File: config.mk
export PLATFORM = sky130hd
export DESIGN_NAME = gzip_header_skipper
export DESIGN_NICKNAME = d
export VERILOG_FILES = /design/src/rtl/gzhs_pkg.sv /design/src/rtl/gzhs_parser.sv /design/src/rtl/gzip_header_skipper.sv
export SDC_FILE = /design/constraint.sdc
export NUM_CORES = 1
export LEC_CHECK = 0
export BUFFER_PORTS_ARGS = -buffer_cell sky130_fd_sc_hd__buf_4
export CORE_ASPECT_RATIO = 2
export CORE_MARGIN = 3
export CORE_UTILIZATION = 54
export CTS_CLUSTER_SIZE = 10
export DETAILED_ROUTE_END_ITERATION = 12
export PLACE_DENSITY = 0.81
export SLEW_MARGIN = 20
export SYNTH_ARGS = -nofsm -noshare
export SYNTH_HDL_FRONTEND = slang
export SYNTH_SLANG_ARGS = --single-unit
File: constraint.sdc
create_clock -name clk -period 2.2 [get_ports clk]
set_input_delay 0.11 -clock clk [delete_from_list [all_inputs] [get_ports clk]]
set_output_delay 0.11 -clock clk [all_outputs]
set_load 0.1 [all_outputs]
File: src/rtl/gzhs_pkg.sv
package gzhs_pkg;

	localparam logic [7:0] MAGIC0      = 8'h1f;
	localparam logic [7:0] MAGIC1      = 8'h8b;
	localparam logic [7:0] METHOD_DEFL = 8'h08;
	localparam logic [7:0] FLG_CONT    = 8'h02;
	localparam logic [7:0] FLG_EXTRA   = 8'h04;
	localparam logic [7:0] FLG_NAME    = 8'h08;
	localparam logic [7:0] FLG_COMMENT = 8'h10;
	localparam logic [7:0] FLG_ENCRYPT = 8'h20;
	localparam logic [7:0] FLG_RSVD    = 8'hc0;
	localparam logic [7:0] FLG_REJECT  = FLG_RSVD | FLG_ENCRYPT | FLG_CONT;

	localparam logic [2:0] FIXED_LEN   = 3'd6;

	localparam logic [2:0] PEND_EXTRA   = 3'b001;
	localparam logic [2:0] PEND_NAME    = 3'b010;
	localparam logic [2:0] PEND_COMMENT = 3'b100;

	typedef enum logic [1:0] {
		ST_HEADER  = 2'd0,
		ST_PAYLOAD = 2'd1,
		ST_ERROR   = 2'd2
	} status_t;

	typedef struct packed {
		logic       header_done;
		status_t    status;
		logic [7:0] payload_byte;
	} result_t;

endpackage

File: src/rtl/gzhs_parser.sv
module gzhs_parser (
	input  logic                clk,
	input  logic                arst_n,
	input  logic                advance,
	input  logic [7:0]          data_byte,
	input  logic                end_of_input,
	output gzhs_pkg::result_t   result
);

	typedef enum logic [3:0] {
		PH_MAGIC0  = 4'd0,
		PH_MAGIC1  = 4'd1,
		PH_METHOD  = 4'd2,
		PH_FLAGS   = 4'd3,
		PH_FIXED   = 4'd4,
		PH_XLEN_LO = 4'd5,
		PH_XLEN_HI = 4'd6,
		PH_XDATA   = 4'd7,
		PH_NAME    = 4'd8,
		PH_COMMENT = 4'd9,
		PH_PAYLOAD = 4'd10
	} phase_t;

	phase_t      phase_q, phase_d;
	logic [2:0]  fixed_q, fixed_d;
	logic [15:0] extra_q, extra_d;
	logic [2:0]  pend_q, pend_d;
	logic        error_q, error_d;

	function automatic phase_t next_part(input logic [2:0] pend);
		phase_t ph;
		priority if ((pend & gzhs_pkg::PEND_EXTRA) != 3'd0) ph = PH_XLEN_LO;
		else if ((pend & gzhs_pkg::PEND_NAME) != 3'd0) ph = PH_NAME;
		else if ((pend & gzhs_pkg::PEND_COMMENT) != 3'd0) ph = PH_COMMENT;
		else ph = PH_PAYLOAD;
		return ph;
	endfunction

	always_comb begin
		logic        bad;
		logic [2:0]  cnt;
		logic [15:0] len;
		logic [2:0]  pend;
		bad     = 1'b0;
		cnt     = fixed_q + 3'd1;
		len     = 16'd0;
		pend    = pend_q;
		phase_d = phase_q;
		fixed_d = fixed_q;
		extra_d = extra_q;
		pend_d  = pend_q;
		error_d = error_q;
		result  = '{header_done: 1'b0, status: gzhs_pkg::ST_HEADER, payload_byte: 8'd0};
		if (error_q) begin
			result.status = gzhs_pkg::ST_ERROR;
		end else if (phase_q == PH_PAYLOAD) begin
			result.header_done = 1'b1;
			if (!end_of_input) begin
				result.status       = gzhs_pkg::ST_PAYLOAD;
				result.payload_byte = data_byte;
			end
		end else begin
			if (end_of_input) begin
				bad = 1'b1;
			end else begin
				unique case (phase_q)
					PH_MAGIC0: begin
						if (data_byte != gzhs_pkg::MAGIC0) bad = 1'b1;
						else phase_d = PH_MAGIC1;
					end
					PH_MAGIC1: begin
						if (data_byte != gzhs_pkg::MAGIC1) bad = 1'b1;
						else phase_d = PH_METHOD;
					end
					PH_METHOD: begin
						if (data_byte != gzhs_pkg::METHOD_DEFL) bad = 1'b1;
						else phase_d = PH_FLAGS;
					end
					PH_FLAGS: begin
						if ((data_byte & gzhs_pkg::FLG_REJECT) != 8'd0) begin
							bad = 1'b1;
						end else begin
							pend_d  = {(data_byte & gzhs_pkg::FLG_COMMENT) != 8'd0,
								(data_byte & gzhs_pkg::FLG_NAME) != 8'd0,
								(data_byte & gzhs_pkg::FLG_EXTRA) != 8'd0};
							fixed_d = 3'd0;
							phase_d = PH_FIXED;
						end
					end
					PH_FIXED: begin
						if (cnt >= gzhs_pkg::FIXED_LEN) begin
							fixed_d = 3'd0;
							phase_d = next_part(pend_q);
						end else begin
							fixed_d = cnt;
						end
					end
					PH_XLEN_LO: begin
						extra_d = {8'd0, data_byte};
						phase_d = PH_XLEN_HI;
					end
					PH_XLEN_HI: begin
						len     = {data_byte, extra_q[7:0]};
						extra_d = len;
						if (len == 16'd0) begin
							pend    = pend_q & ~gzhs_pkg::PEND_EXTRA;
							pend_d  = pend;
							phase_d = next_part(pend);
						end else begin
							phase_d = PH_XDATA;
						end
					end
					PH_XDATA: begin
						len     = extra_q - 16'd1;
						extra_d = len;
						if (len == 16'd0) begin
							pend    = pend_q & ~gzhs_pkg::PEND_EXTRA;
							pend_d  = pend;
							phase_d = next_part(pend);
						end
					end
					PH_NAME: begin
						if (data_byte == 8'd0) begin
							pend    = pend_q & ~gzhs_pkg::PEND_NAME;
							pend_d  = pend;
							phase_d = next_part(pend);
						end
					end
					PH_COMMENT: begin
						if (data_byte == 8'd0) begin
							pend    = pend_q & ~gzhs_pkg::PEND_COMMENT;
							pend_d  = pend;
							phase_d = next_part(pend);
						end
					end
					default: bad = 1'b1;
				endcase
			end
			if (bad) begin
				error_d       = 1'b1;
				phase_d       = phase_q;
				fixed_d       = fixed_q;
				extra_d       = extra_q;
				pend_d        = pend_q;
				result.status = gzhs_pkg::ST_ERROR;
			end else begin
				result.header_done = (phase_d == PH_PAYLOAD);
			end
		end
	end

	always_ff @(posedge clk or negedge arst_n) begin
		if (!arst_n) begin
			phase_q <= PH_MAGIC0;
			fixed_q <= 3'd0;
			extra_q <= 16'd0;
			pend_q  <= 3'd0;
			error_q <= 1'b0;
		end else if (advance) begin
			phase_q <= phase_d;
			fixed_q <= fixed_d;
			extra_q <= extra_d;
			pend_q  <= pend_d;
			error_q <= error_d;
		end
	end

`ifndef SYNTHESIS
	a_error_sticky: assert property (@(posedge clk) disable iff (!arst_n)
		error_q |=> error_q)
		else $error("format error cleared without reset");
	a_payload_stays: assert property (@(posedge clk) disable iff (!arst_n)
		advance && phase_q == PH_PAYLOAD && !error_q |=> phase_q == PH_PAYLOAD)
		else $error("left payload phase");
	a_payload_phase: assert property (@(posedge clk) disable iff (!arst_n)
		result.status == gzhs_pkg::ST_PAYLOAD |-> phase_q == PH_PAYLOAD && !error_q)
		else $error("payload passed during header");
	a_fixed_range: assert property (@(posedge clk) disable iff (!arst_n)
		phase_q == PH_FIXED |-> fixed_q < gzhs_pkg::FIXED_LEN)
		else $error("fixed skip count out of range");
`endif

endmodule

File: src/rtl/gzip_header_skipper.sv
// Each accepted input beat gives its result beat in the cycle after it is taken.
// Throughput: one beat per cycle; input is taken whenever the output
// register is empty or being drained in the same cycle.
// Reset (arst_n low, asynchronous): parser expects the first magic byte,
// the sticky error clears and the output register empties.
module gzip_header_skipper (
	input  logic       clk,
	input  logic       arst_n,
	input  logic       s_tvalid,
	output logic       s_tready,
	input  logic [7:0] s_tdata,   // [7:0] data_byte
	input  logic       s_tlast,   // end_of_input
	output logic       m_tvalid,
	input  logic       m_tready,
	output logic [7:0] m_tdata,   // [7:0] payload_byte
	output logic [2:0] m_tuser    // [1:0] status, [2] header_done
);

	logic              accept;
	logic              m_valid_q;
	logic [7:0]        m_data_q;
	logic [2:0]        m_user_q;
	gzhs_pkg::result_t result;

	assign s_tready = !m_valid_q || m_tready;
	assign accept   = s_tvalid && s_tready;

	gzhs_parser u_parser (
		.clk          (clk),
		.arst_n       (arst_n),
		.advance      (accept),
		.data_byte    (s_tdata),
		.end_of_input (s_tlast),
		.result       (result)
	);

	always_ff @(posedge clk or negedge arst_n) begin
		if (!arst_n) begin
			m_valid_q <= 1'b0;
		end else if (s_tready) begin
			m_valid_q <= s_tvalid;
		end
	end

	always_ff @(posedge clk) begin
		if (accept) begin
			m_data_q <= result.payload_byte;
			m_user_q <= {result.header_done, result.status};
		end
	end

	assign m_tvalid = m_valid_q;
	assign m_tdata  = m_data_q;
	assign m_tuser  = m_user_q;

`ifndef SYNTHESIS
	a_beat_follows: assert property (@(posedge clk) disable iff (!arst_n)
		accept |=> m_tvalid)
		else $error("accepted beat produced no result");
	a_hold_stall: assert property (@(posedge clk) disable iff (!arst_n)
		m_tvalid && !m_tready |=> !$past(accept))
		else $error("input taken while result stalled");
	a_error_flags: assert property (@(posedge clk) disable iff (!arst_n)
		m_tvalid && m_tuser[1:0] == gzhs_pkg::ST_ERROR |-> !m_tuser[2] && m_tdata == 8'd0)
		else $error("error beat carries done or data");
`endif

endmodule
==> results.sh <==
export IMPL_first_iter_violations=165
export IMPL_yosys_warnings=0
export IMPL_dieWidth_um=57
export IMPL_post_synth_num_cell_types=66
export IMPL_cts_buffers=5
export IMPL_grt_pass1_vias=3117
export IMPL_route_antenna_remaining_nets=0
export IMPL_worst_setup_path_start_kind="flop"
export IMPL_drt_pass_1_iters=5
export IMPL_fp_dieArea_um2=6160
export IMPL_drt_vias_per_instance=6.91
export IMPL_clock_tree_root_cell="sky130_fd_sc_hd__clkbuf_8"
export IMPL_cts_reportedPaths_clkPinSlew_ns=0.09
export IMPL_layout_setup_ws_ns=-0.0599
export IMPL_max_clock_freq_mhz=443
export IMPL_gp_congestion=1.03
export IMPL_final_nets=430
export IMPL_fp_row_count=36
export IMPL_yosysSeqAreaShare_pct=36.7
export IMPL_post_route_period_util_pct=103
export IMPL_max_cap_violations=0
export IMPL_clk_insertion_delay_late_ns=0.30
export IMPL_placeableCoreArea_um2=4950
export IMPL_p_leak_uw=0.00159
export IMPL_dr_total_vias=3248
export IMPL_regToRegStartpoint="u_parser.extra_q[0]$_DFFE_PN0P_"
export IMPL_crit_chain="inv_2 -> ha_2 -> or3b_4 -> nand2_2 -> a211oi_2 -> o211ai_1 -> o21ai_4 -> a221oi_2"
export IMPL_yosys_register_bits=39
export IMPL_timing_worst_slew_pin_value_ns=0.520
export IMPL_fin_worst_skew_ns=0.00670
export IMPL_crit_arrival_ns=2.40
export IMPL_fraction_of_final_layout_cells_with_drive_strength_greater_than_1_pct=42.6
export IMPL_cp_slowest_stage_delay_ns=0.47
export IMPL_post_synth_cell_area_avg_um2=8.59
export IMPL_worst_slew_margin_rel_pct=65.3
export IMPL_grt_first_pass_wirelength_um=15300
export IMPL_dp_hpwl_um=7080
export IMPL_syn_cell_area_um2=2810
export IMPL_grt_start_max_net_pins=29
export IMPL_avgRoutedWirePerCell_um=23.0
export IMPL_violations="negative setup slack"
export IMPL_critical_path_peak_fanout=5
export IMPL_run_status="finished with violations"
export IMPL_vdd_ir_drop_max_uv=676
export IMPL_timing_hold_worst_start="s_tvalid"
export IMPL_pin_count=26
export IMPL_crit_start="u_parser.extra_q[0]$_DFFE_PN0P_"
export IMPL_h_tree_depth=2
export IMPL_final_hold_violation_count=0
export IMPL_number_of_antenna_violations_at_the_first_check_in_global_routing=0
export IMPL_cts_sinks=39
export IMPL_layout_min_cycle_time_ns=2.26
export IMPL_timing_hold_worst_path_depth=2
export IMPL_max_slew_violation_count=0
export IMPL_port_buffer_count=25
export IMPL_synth_edf_count=11
export IMPL_synth_fp_nets=345
export IMPL_timing_reg2reg_setup_slack_ns=-0.06
export IMPL_num_antenna_cells=0
export IMPL_most_instantiated_flip_flop_cell_in_the_synthesis_netlist="sky130_fd_sc_hd__dfrtp_1"
export IMPL_fp_dieH_um=108
export IMPL_worstRegToRegCells=8
export IMPL_number_of_buffers_on_the_longest_clock_path=2
export IMPL_min_path_type="input port to flop"
export IMPL_synthArstFlopShare_pct=71.8
export IMPL_syn_to_final_growth_pct=41.8
export IMPL_critical_path_endpoint_type="flop"
export IMPL_clock_tree_from_tritoncts="built"
export IMPL_rsz_0062_raised_after_global_routing="yes"
export IMPL_route_detailed_drc=0
export IMPL_power_density_cell_area_nw_per_um2=844
export IMPL_critical_path_class="flop to flop"
export IMPL_fin_setup_tns_ns=-0.186
export IMPL_drt_total_wl_um=10800
export IMPL_pre_cts_ws_ns=-0.103
export IMPL_grt_overflow_total=0
export IMPL_setup_viol_count_final=8
export IMPL_initial_utilization_pct=56.7
export IMPL_grt_total_usage_pct=32.6
export IMPL_syn_instance_count=327
export IMPL_cpMaxStageDelayCell="sky130_fd_sc_hd__dfrtp_1"
export IMPL_required_ns=2.34
[layout by cell type, fill, tap and decap left out, types with 5 or more instances in the layout]
cell type	Yosys	layout
sky130_fd_sc_hd__buf_4	0	91
sky130_fd_sc_hd__nor2_1	41	39
sky130_fd_sc_hd__dfrtp_1	28	26
sky130_fd_sc_hd__a21oi_1	23	23
sky130_fd_sc_hd__o21ai_1	7	18
sky130_fd_sc_hd__nand2_1	18	16
sky130_fd_sc_hd__and2_1	13	12
sky130_fd_sc_hd__edfxtp_1	11	11
sky130_fd_sc_hd__nor3_1	12	8
sky130_fd_sc_hd__nor4_1	11	6
sky130_fd_sc_hd__o21ai_2	1	6
sky130_fd_sc_hd__nor3b_2	0	6
sky130_fd_sc_hd__o21ai_0	23	6
sky130_fd_sc_hd__o31ai_1	5	5
sky130_fd_sc_hd__clkbuf_8	0	5
[synthesized netlist by cell type (3+ instances only)]
cell type	number	area (µm²)
sky130_fd_sc_hd__nor2_1	41	154
sky130_fd_sc_hd__dfrtp_1	28	701
sky130_fd_sc_hd__a21oi_1	23	115
sky130_fd_sc_hd__o21ai_0	23	115
sky130_fd_sc_hd__nand2_1	18	67.6
sky130_fd_sc_hd__and2_1	13	81.3
sky130_fd_sc_hd__clkbuf_1	12	45.0
sky130_fd_sc_hd__nor3_1	12	60.1
sky130_fd_sc_hd__edfxtp_1	11	330
sky130_fd_sc_hd__nor4_1	11	68.8
sky130_fd_sc_hd__nor3b_1	9	67.6
sky130_fd_sc_hd__o21ai_1	7	35.0
sky130_fd_sc_hd__inv_1	6	22.5
sky130_fd_sc_hd__buf_2	5	25.0
sky130_fd_sc_hd__ha_1	5	62.6
sky130_fd_sc_hd__nand2b_1	5	31.3
sky130_fd_sc_hd__nand3_1	5	25.0
sky130_fd_sc_hd__nor2b_1	5	31.3
sky130_fd_sc_hd__o31ai_1	5	37.5
sky130_fd_sc_hd__or3_1	5	31.3
sky130_fd_sc_hd__nand4_1	4	25.0
sky130_fd_sc_hd__nand4b_1	4	35.0
sky130_fd_sc_hd__o41ai_1	4	35.0
sky130_fd_sc_hd__a211oi_1	3	22.5
sky130_fd_sc_hd__a2bb2oi_1	3	26.3
sky130_fd_sc_hd__a31oi_1	3	18.8
sky130_fd_sc_hd__and3_1	3	18.8
sky130_fd_sc_hd__nor4_2	3	37.5
sky130_fd_sc_hd__or4_1	3	22.5
[power breakdown]
part | switching (µW) | total (µW) | leakage, µW | internal, µW
registers | 147 | 986 | 0.000448 | 840
clock network | 289 | 627 | 0.0000581 | 338
logic | 1040 | 1750 | 0.00108 | 710
total | 1480 | 3360 | 0.00159 | 1890
[path summary, 6_finish.rpt]
path	to
min in group asynchronous	u_parser.pend_q[2]$_DFFE_PN0P_
min	m_tvalid$_DFFE_PN0N_
max reg2reg	m_tuser[2]$_SDFFCE_PP0P_
min reg2reg	u_parser.fixed_q[1]$_DFFE_PN0P_
max in group asynchronous	m_tvalid$_DFFE_PN0N_
max	m_tuser[2]$_SDFFCE_PP0P_
[through the flow]
stage / std cells / hold WS (ns) / power (µW) / area [µm²] / utilization [%]
finish: 470 / 0.0158 / 3360 / 3980 / 80.4
global route: 470 / 0.0436 / 3480 / 3980 / 80.4
CTS: 464 / 0.0235 / 3080 / 3680 / 74.2
detailed placement: 455 / 0.0598 / 2430 / 3520 / 71.0
global placement: 455 / 0.0558 / 2400 / 3520 / 71.0
floorplan: 327 / -0.186 / 1810 / 2850 / -
[flip-flops by register name (all words and copies together), names as in the netlist]
name and count:
m_tvalid 1, u_parser.extra_q 16, u_parser.phase_q 4, m_tdata 8, u_parser.pend_q 3, m_tuser 3, u_parser.error_q 1, u_parser.fixed_q 3
[worst max-delay path, delay by kind of cell, from the launching register on]
kind / cells / cell delay (ns)
simple gates: 2 / 0.53
buf+inv: 1 / 0.10
fa+ha+maj: 1 / 0.20
compound gates: 4 / 0.79
flops: 1 / 0.47
[cell families after synthesis]
kind of cell,count (synthesis),synth area share [%]
muxes,2,0.713
AOI/OAI and AO/OA,96,23.4
adders and majority gates,5,2.23
buffers and inverters,27,4.36
and+or+nand+nor,155,31.7
DFF,39,36.7
xor gates and xnor gates,3,0.936
[per-layer routing]
layer  track usage [%]  vias to the layer above  part of all wire [%]
li1                  -                     1401                     -
met1              32.8                     1561                    32
met2              61.0                      209                    53
met3              4.42                       77                   6.7
met4              19.7                        0                   7.8
met5                 0                        -                     0
[what timing repair did]
item                                    4_1_cts  5_1_grt
endpoints found under the setup margin        7       27
resized for setup                             8       66
gates cloned                                  0        2
endpoints found under the hold margin        28        0
setup buffers                                 0        4
hold buffers                                  1        0
pin swaps                                     1       10
[final cells by class]
class	instances	area, µm²
clock inverter	3	43.8
inverter	7	26.3
clock buffer	5	68.8
sequential	39	1030
fill	305	972
tap	57	71.3
multi-input combinational	262	1950
timing repair buffer	97	785
Power figures use the tool's default switching activity.
